<file path="config.mk">
export PLATFORM = sky130hd
export DESIGN_NAME = bati_axis
export DESIGN_NICKNAME = d
export VERILOG_FILES = /design/src/rtl/bati_pkg.sv /design/src/rtl/bati_axis.sv
export SDC_FILE = /design/constraint.sdc
export NUM_CORES = 1
export LEC_CHECK = 0
export ABC_AREA = 1
export BUFFER_PORTS_ARGS = -buffer_cell sky130_fd_sc_hd__buf_4
export CORE_MARGIN = 3
export CORE_UTILIZATION = 45
export CTS_BUF_LIST = sky130_fd_sc_hd__clkbuf_4 sky130_fd_sc_hd__clkbuf_8
export CTS_CLUSTER_SIZE = 10
export DETAILED_ROUTE_END_ITERATION = 6
export PLACE_DENSITY_LB_ADDON = 0.2
export SETUP_SLACK_MARGIN = 0.05
export SYNTH_ARGS = -nofsm -noshare
export SYNTH_HDL_FRONTEND = slang
export SYNTH_SLANG_ARGS = --single-unit
</file>
<file path="constraint.sdc">
create_clock -name clk -period 7.03 [get_ports clk]
set_clock_uncertainty 0.05 [all_clocks]
set_input_delay 0.703 -clock clk [delete_from_list [all_inputs] [get_ports clk]]
set_output_delay 0.703 -clock clk [all_outputs]
set_load 0.01 [all_outputs]
</file>
<file path="src/rtl/bati_pkg.sv">
// Shared types and constants of the bilinear area table interpolator
package bati_pkg;

    localparam int ANGLE_W     = 18;
    localparam int ANGLE_FRAC  = 16;
    localparam int SCALE_W     = 24;
    localparam int POINTS_W    = 7;
    localparam int ENTRY_IDX_W = 6;
    localparam int AREA_PORT_W = 16;
    localparam int FRAC_BITS   = 12;
    localparam int WGT_W       = FRAC_BITS + 1;
    localparam int CFG_IDX_W   = 3;
    localparam int CFG_DATA_W  = 24;
    localparam int NUM_BANKS   = 4;
    localparam int BANK_SEL_W  = 2;

    // Angle after abs/sign extension, and angle minus grid minimum
    localparam int ANG_EXT_W = ANGLE_W + 1;
    localparam int DIFF_W    = ANGLE_W + 2;

    localparam logic [WGT_W-1:0] WGT_ONE = WGT_W'(1) << FRAC_BITS;

    // Configuration reset values
    localparam logic signed [ANGLE_W-1:0] MIN_RST    = '0;
    localparam logic [SCALE_W-1:0]        SCALE_RST  = SCALE_W'(4096);
    localparam logic [POINTS_W-1:0]       POINTS_RST = POINTS_W'(64);

    typedef enum logic [CFG_IDX_W-1:0] {
        CFG_PITCH_MIN    = 3'd0,
        CFG_YAW_MIN      = 3'd1,
        CFG_PITCH_SCALE  = 3'd2,
        CFG_YAW_SCALE    = 3'd3,
        CFG_PITCH_POINTS = 3'd4,
        CFG_YAW_POINTS   = 3'd5
    } cfg_reg_e;

    typedef enum logic {
        FUNC_WRITE = 1'b0,
        FUNC_QUERY = 1'b1
    } func_e;

    // Per-axis cell position handed from the mapping stages to the blend
    typedef struct packed {
        logic                 parity;
        logic                 at_last;
        logic                 clamped;
        logic [FRAC_BITS-1:0] frac;
    } axis_pos_t;

    // Load enables of the seven pipeline stages
    typedef struct packed {
        logic ld1;
        logic ld2;
        logic ld3;
        logic ld4;
        logic ld5;
        logic ld6;
        logic ld7;
    } stage_ld_t;

endpackage

</file>
<file path="src/rtl/bati_axis.sv">
// Angle to cell position mapping for one grid axis, three pipeline stages
module bati_axis import bati_pkg::*; #(
    parameter int POINTS_MAX = 64,
    localparam int IDX_W = (POINTS_MAX > 2) ? $clog2(POINTS_MAX) : 1,
    localparam int ROW_W = (((POINTS_MAX + 1) / 2) > 1) ? $clog2((POINTS_MAX + 1) / 2) : 1
) (
    input  logic                        clk,
    input  stage_ld_t                   ld,
    input  logic signed [ANG_EXT_W-1:0] angle,
    input  logic signed [ANGLE_W-1:0]   min_val,
    input  logic [SCALE_W-1:0]          scale,
    input  logic [POINTS_W-1:0]         points,
    output axis_pos_t                   pos,
    output logic [ROW_W-1:0]            row_even,
    output logic [ROW_W-1:0]            row_odd
);

    localparam int NP_W    = $clog2(POINTS_MAX + 1);
    localparam int MAG_W   = DIFF_W - 1;
    localparam int PROD_W  = MAG_W + SCALE_W;
    localparam int RAW_W   = PROD_W - ANGLE_FRAC;
    localparam int LIM_W   = IDX_W + FRAC_BITS;
    localparam int NXT_W   = IDX_W + 1;

    // Stage 1: offset by grid minimum, clamp point count
    logic signed [DIFF_W-1:0] diff_next, diff_reg;
    logic [NP_W-1:0]          np_next, np1_reg;

    assign diff_next = DIFF_W'(angle) - DIFF_W'(min_val);

    always_comb
    begin
        if (points < POINTS_W'(2))
        begin
            np_next = NP_W'(2);
        end
        else if (int'(points) > POINTS_MAX)
        begin
            np_next = NP_W'(POINTS_MAX);
        end
        else
        begin
            np_next = NP_W'(points);
        end
    end

    always_ff @(posedge clk)
    begin
        if (ld.ld1)
        begin
            diff_reg <= diff_next;
            np1_reg  <= np_next;
        end
    end

    // Stage 2: scale the offset into a Q.12 cell position
    logic [MAG_W-1:0]  mag;
    logic [PROD_W-1:0] prod;
    logic [RAW_W-1:0]  raw_next, raw_reg;
    logic              neg_reg;
    logic [NP_W-1:0]   np2_reg;

    assign mag      = diff_reg[MAG_W-1:0];
    assign prod     = PROD_W'(mag) * PROD_W'(scale);
    assign raw_next = prod[PROD_W-1:ANGLE_FRAC];

    always_ff @(posedge clk)
    begin
        if (ld.ld2)
        begin
            raw_reg <= raw_next;
            neg_reg <= diff_reg[DIFF_W-1];
            np2_reg <= np1_reg;
        end
    end

    // Stage 3: clamp to the grid and flag the clamp
    logic [IDX_W-1:0] last_next, last_reg;
    logic [LIM_W-1:0] limit;
    logic [LIM_W-1:0] pos_next, pos_reg;
    logic             clamped_next, clamped_reg;

    assign last_next = IDX_W'(np2_reg - NP_W'(1));
    assign limit     = {last_next, FRAC_BITS'(0)};

    always_comb
    begin
        if (neg_reg)
        begin
            pos_next     = '0;
            clamped_next = 1'b1;
        end
        else if (raw_reg > RAW_W'(limit))
        begin
            pos_next     = limit;
            clamped_next = 1'b1;
        end
        else
        begin
            pos_next     = LIM_W'(raw_reg);
            clamped_next = 1'b0;
        end
    end

    always_ff @(posedge clk)
    begin
        if (ld.ld3)
        begin
            pos_reg     <= pos_next;
            clamped_reg <= clamped_next;
            last_reg    <= last_next;
        end
    end

    // Neighbor rows per parity bank; the upper neighbor folds onto the lower at the edge
    logic [IDX_W-1:0] idx0;
    logic [NXT_W-1:0] idx1;
    logic [ROW_W-1:0] own_row, other_row;

    assign idx0      = pos_reg[LIM_W-1:FRAC_BITS];
    assign idx1      = NXT_W'(idx0) + NXT_W'(1);
    assign own_row   = ROW_W'(idx0 >> 1);
    assign other_row = pos.at_last ? own_row : ROW_W'(idx1 >> 1);

    assign pos.parity  = idx0[0];
    assign pos.at_last = (idx0 == last_reg);
    assign pos.clamped = clamped_reg;
    assign pos.frac    = pos_reg[FRAC_BITS-1:0];

    assign row_even = pos.parity ? other_row : own_row;
    assign row_odd  = pos.parity ? own_row : other_row;

endmodule

</file>
==> flow_summary_export.csv, run 1 <==
group,metric,value,unit
die,row_count,76,
cells_and_area,fin_nets,3204,
cells_and_area,multiInputGateArea,14000,um^2
die,die-width,217,um
run,drv.max_cap_violation_count,0,
clocking,cts-htree-levels,3,
global_route,globalRouteTotalUtil,23.1,%
sta,min_period,6.43,ns
synthesis,synthCells,2568,
synthesis,netlist-cell-type-count,40,
synthesis,synth_most_common_cell,"inv_1",
clocking,cts_hold_buffers,0,
drt,via_count,15695,
synthesis,ys_seq_area_share,12.7,%
worst_setup_path,rrSetupSlack,0.60,ns
worst_setup_path,critical_path.max_fanout,14,
global_route,grt_antenna_before_repair,0,
synthesis,ys.warnings.count,0,
clocking,cts_sink_count,85,
worst_setup_path,timing.setup.critical_path_class,"register to register",
drt,detail_route.wirelength,51.7,mm
synthesis,ffs_latches_synth,85,
worst_hold_path,hold_path.class,"register to register",
clocking,post_cts_resize_count,0,
cells_and_area,layout-drive-gt1-share,6.13,%
sta,setup_repair_after_global_routing_missed_its_margin,"no",
synthesis,post_synth.cell_area_avg,7.81,um^2
worst_setup_path,crit_required,7.12,ns
synthesis,async_reset_ff_share,0,%
sta,hold-worst-slack,0.380,ns
cells_and_area,largest_register_ffs,27,
worst_setup_path,crit_arrival,6.51,ns
sta,max_slew.worst_pin.slew,1.08,ns
die,initial_core_util,46.0,%
sta,final_hold_viol_count,0,
global_route,grt_first_pass_wirelength,86.9,mm
worst_setup_path,worstSetupEndpointType,"register",
place,io_buffer_count,96,
synthesis,synth.top_cells.by_area,"fa_1 (37%), inv_1 (15%), edfxtp_1 (13%)",
clocking,clock_tree.root_cell,"clkbuf_8",
die,placeableCoreArea,43600,um^2
clocking,clock_slew_at_reported_path_ffs,0.09,ns
global_route,grt_pass1_vias,17003,
sta,slew_margin_rel,28.0,%
sta,slew_viol_final,0,
place,hpwlAfterDp,43.3,mm
drt,detailedRoute.firstPassIterationCount,5,
global_route,globalRouteOverflowTotal,0,
synthesis,syn_area,20000,um^2
sta,setup_total_negative_slack,0,ns
synthesis,number_of_enable_type_register_cells_in_the_synthesized_netlist,85,
cells_and_area,antenna_cells,0,
clocking,post-cts-setup-buffer-count,0,
clocking,clock_tree_from_tritoncts,"done",
cells_and_area,regArea,2550,um^2
synthesis,mappedNetlistNets,3168,
drt,remaining_number_of_nets_flagged_by_the_antenna_check_after_routing,0,
synthesis,yosys.area.top_type_share,37.3,%
place,global_placement_routability_congestion,0.917,
synthesis,postSynth.topFlopCell,"edfxtp_1",
worst_setup_path,cp-start-kind,"register",
drt,detailedRoute.firstIterationViolations,804,
clocking,tritoncts.num_buffers,9,
worst_setup_path,startpoint_of_the_worst_register_to_register_path,"diff_reg[6]$_DFFE_PP_",
sta,setup_viol,0,
cells_and_area,area_growth_syn_to_layout,7.23,%
global_route,grt_start_max_net_pins,35,
die,design.portCount,101,
synthesis,synth_top_area_cell,"fa_1",
sta,finalCritPeriodShare,91.4,%
synthesis,netlist_top_cells_count,"inv_1 (797), nand2_1 (640), fa_1 (373), ha_1 (151), nor2_1 (111)",
clocking,insertion_delay,0.39,ns
drt,detail_route.drc_violations,0,
worst_setup_path,startpoint,"diff_reg[6]$_DFFE_PP_",
cells_and_area,num-fill-cells,4345,
clocking,ctsLongestPathBuffers,2,
drt,routed_wire_length_per_instance,16.2,um
sta,fmaxAchievable,156,MHz
drt,routed_via_density,4.91,
status,outcome,"complete, no violations",
worst_setup_path,critical_path.endpoint,"raw_reg[13]$_DFFE_PP_",
die,die_h,217,um
worst_setup_path,timing.rr.end,"raw_reg[13]$_DFFE_PP_",
die,design.die.area,47100,um^2
worst_setup_path,worst_r2r_path_depth,21,
[per-stage QoR]
stage	setup slack [ns]	instances	utilization, %	cell area [um^2]
after detailed placement	0.592	3178	48.9	21300
after CTS	0.593	3194	49.4	21500
after floorplan	0.969	2568	-	20000
after global placement	0.590	3178	48.9	21300
after global routing	0.273	3194	49.4	21500
final	0.602	3194	49.4	21500
[worst max-delay path, cell delays in order, from the launching register on]
cell,delay (ns)
edfxtp_1,1.02
buf_4,0.29
nand2_1,0.08
fa_1,0.47
fa_1,0.52
fa_1,0.52
inv_1,0.06
fa_1,0.46
fa_1,0.52
inv_1,0.05
fa_1,0.51
inv_1,0.05
ha_1,0.35
a21oi_1,0.21
nor2_1,0.06
nor2_1,0.23
a21boi_0,0.36
nor2_1,0.08
nor2_1,0.13
nand2_1,0.07
nand2_1,0.05
nand2_1,0.05
[metal layers]
metal / track usage (%) / vias up / part of all wire (%)
met1: 30.7 / 7766 / 43
met4: 5.70 / 0 / 2.6
li1: - / 7433 / -
met5: 0 / - / 0
met3: 2.92 / 82 / 5.2
met2: 40.3 / 414 / 49
[layout make-up]
type                    instances  area share [%]
inverters                     797            13.9
clock buffers                   9           0.576
repair buffers                130            4.54
multi-input cells            1581            65.3
well taps                     585            3.41
flip-flops and latches         85            11.9
clock inverters                 7           0.349
[worst min-delay path by stage]
stage	startpoint	to	slack [ns]	depth (start not counted)
6_report	np1_reg[5]$_SDFFCE_PP0P_	np2_reg[5]$_DFFE_PP_	0.38	0
5_1_grt	np1_reg[3]$_SDFFCE_PP0P_	np2_reg[3]$_DFFE_PP_	0.39	0
4_1_cts	np1_reg[5]$_SDFFCE_PP0P_	np2_reg[5]$_DFFE_PP_	0.38	0
3_5_place_dp	np1_reg[5]$_SDFFCE_PP0P_	np2_reg[5]$_DFFE_PP_	0.36	0
3_3_place_gp	np1_reg[0]$_SDFFCE_PP0P_	np2_reg[0]$_DFFE_PP_	0.36	0
2_1_floorplan	diff_reg[19]$_DFFE_PP_	neg_reg$_DFFE_PP_	0.35	0
[layout by cell type, fill, tap and decap left out, types with 5 or more instances in the layout]
master,n
xnor2_1,11
o21ai_0,53
edfxtp_1,85
nand4_1,20
nor3_1,13
clkbuf_8,9
o21a_1,7
nand3_1,38
nand2_2,7
fa_1,373
ha_1,151
o21bai_1,6
nand2_1,640
nor2_1,111
inv_1,797
a21oi_1,69
o21ai_1,5
buf_4,130
xor2_1,32
a21o_1,11
nor4_1,10
[kinds of logic after synthesis]
kind of cell	count (synthesis)	share of synthesized area (%)
AOI/OAI and AO/OA	164	4.58
xor gates and xnor gates	43	1.88
adders and majority gates	524	46.7
buffers and inverters	902	17.2
DFF	85	12.7
and+or+nand+nor	850	16.9
Power of run 1 is not shown: default switching activity piles up to over one toggle a cycle in this logic, so the estimate is an artifact.
==> inputs of run 2 (changes only) <==
--- a/config.mk
+++ b/config.mk
@@ -9,7 +9,6 @@
 export BUFFER_PORTS_ARGS = -buffer_cell sky130_fd_sc_hd__buf_4
 export CORE_MARGIN = 3
 export CORE_UTILIZATION = 45
-export CTS_BUF_LIST = sky130_fd_sc_hd__clkbuf_4 sky130_fd_sc_hd__clkbuf_8
 export CTS_CLUSTER_SIZE = 10
 export DETAILED_ROUTE_END_ITERATION = 6
 export PLACE_DENSITY_LB_ADDON = 0.2
==> flow_summary_export.csv, run 2 (synthesis gave the netlist of run 1 again) <==
group,metric,value,unit
status,outcome,"complete, no violations",
drt,detailedRoute.firstIterationViolations,750,
drt,via_count,15657,
cells_and_area,layout.cell_area.non_filler,21600,um^2
die,initial_core_util,46.0,%
clocking,cts_hold_buffers,0,
worst_hold_path,timing.hold.worst_path_depth,0,
drt,detailedRoute.firstPassIterationCount,5,
sta,setup_repair_after_global_routing_missed_its_margin,"no",
drt,routed_via_density,4.90,
cells_and_area,most_common_cell_after_layout_fill_and_taps_aside,"inv_1",
worst_setup_path,timing.setup.critical_path_class,"register to register",
clocking,cts-htree-levels,3,
cells_and_area,area_growth_syn_to_layout,7.73,%
cells_and_area,layout-drive-gt1-share,6.13,%
cells_and_area,regArea,2550,um^2
sta,min_period,6.44,ns
clocking,clock_slew_at_reported_path_ffs,0.07,ns
die,die-width,217,um
drt,remaining_number_of_nets_flagged_by_the_antenna_check_after_routing,0,
drt,routed_wire_length_per_instance,16.2,um
worst_setup_path,critical_path.max_fanout,14,
drt,detail_route.wirelength,51.6,mm
global_route,globalRouteOverflowTotal,0,
clocking,post-cts-setup-buffer-count,0,
sta,max_slew.worst_pin.slew,1.08,ns
clocking,insertion_delay,0.35,ns
die,row_count,76,
place,io_buffer_count,96,
global_route,grt_start_max_net_pins,35,
drt,detail_route.drc_violations,0,
die,design.portCount,101,
clocking,cts_sink_count,85,
global_route,grt_pass1_vias,16987,
global_route,grt_antenna_before_repair,0,
cells_and_area,fin_nets,3204,
global_route,grt_first_pass_wirelength,87.0,mm
cells_and_area,layout_common_cells,"inv_1 (797), nand2_1 (640), fa_1 (373)",
sta,fmaxAchievable,155,MHz
sta,final_hold_viol_count,0,
sta,finalCritPeriodShare,91.5,%
run,drv.max_cap_violation_count,0,
worst_hold_path,hold_path.class,"register to register",
place,post_dp_cell_area,21300,um^2
worst_setup_path,crit_required,7.08,ns
global_route,globalRouteTotalUtil,23.1,%
die,design.die.area,47100,um^2
clocking,ctsLongestPathBuffers,2,
cells_and_area,antenna_cells,0,
clocking,clock_tree_from_tritoncts,"done",
place,hpwlAfterDp,43.3,mm
worst_setup_path,worstSetupEndpointType,"register",
cells_and_area,num-fill-cells,4328,
worst_setup_path,cp-start-kind,"register",
cells_and_area,multiInputGateArea,14000,um^2
sta,setup_viol,0,
worst_setup_path,worst_r2r_path_depth,21,
clocking,post_cts_resize_count,0,
sta,slew_viol_final,0,
sta,slew_margin_rel,28.1,%
die,die_h,217,um
sta,setup_total_negative_slack,0,ns
cells_and_area,largest_register_ffs,27,
die,placeableCoreArea,43600,um^2
clocking,tritoncts.num_buffers,9,
worst_setup_path,crit_arrival,6.48,ns
place,global_placement_routability_congestion,0.917,
clocking,clock_tree.root_cell,"clkbuf_16",
-- run 2: path summary, 6_finish.rpt --
kind | from | end | slack, ns
worst min register to register | np1_reg[3]$_SDFFCE_PP0P_ | np2_reg[3]$_DFFE_PP_ | 0.37
worst max-delay path | diff_reg[6]$_DFFE_PP_ | raw_reg[21]$_DFFE_PP_ | 0.59
worst max register to register | diff_reg[6]$_DFFE_PP_ | raw_reg[21]$_DFFE_PP_ | 0.59
worst min-delay path | np1_reg[3]$_SDFFCE_PP0P_ | np2_reg[3]$_DFFE_PP_ | 0.37
-- run 2: per-layer routing --
metal	part of all wire [%]	vias up	track usage (%)
met2	49	412	40.3
met1	43	7741	30.7
li1	-	7431	-
met4	2.6	0	5.39
met3	5.1	73	2.99
met5	0	-	0
-- run 2: critical path, stage by stage, from the launching register on --
cell	delay (ns)
edfxtp_1	1.03
buf_4	0.29
nand2_1	0.08
fa_1	0.47
fa_1	0.52
fa_1	0.52
inv_1	0.06
fa_1	0.46
fa_1	0.52
inv_1	0.05
fa_1	0.50
inv_1	0.05
ha_1	0.35
a21oi_1	0.21
nor2_1	0.06
nor2_1	0.23
a21boi_0	0.36
nand2_1	0.10
nand2_1	0.09
nand3_1	0.06
nand2_1	0.06
nand2_1	0.06
-- run 2: final cells by class --
cell class,count,share of cell area (%)
multi-input combinational,1581,65.0
sequential,85,11.8
timing repair buffer,130,4.52
tap,585,3.39
clock inverter,7,0.348
clock buffer,9,1.04
inverter,797,13.9
-- run 2: per-stage QoR --
stage,utilization (%),hold WS (ns),setup slack (ns),instances
after floorplan,-,0.350,0.969,2568
after global placement,48.9,0.357,0.590,3178
after detailed placement,48.9,0.359,0.592,3178
after CTS,49.6,0.375,0.590,3194
after global routing,49.6,0.379,0.273,3194
final,49.6,0.372,0.595,3194
Power of run 2 is left out for the same reason.
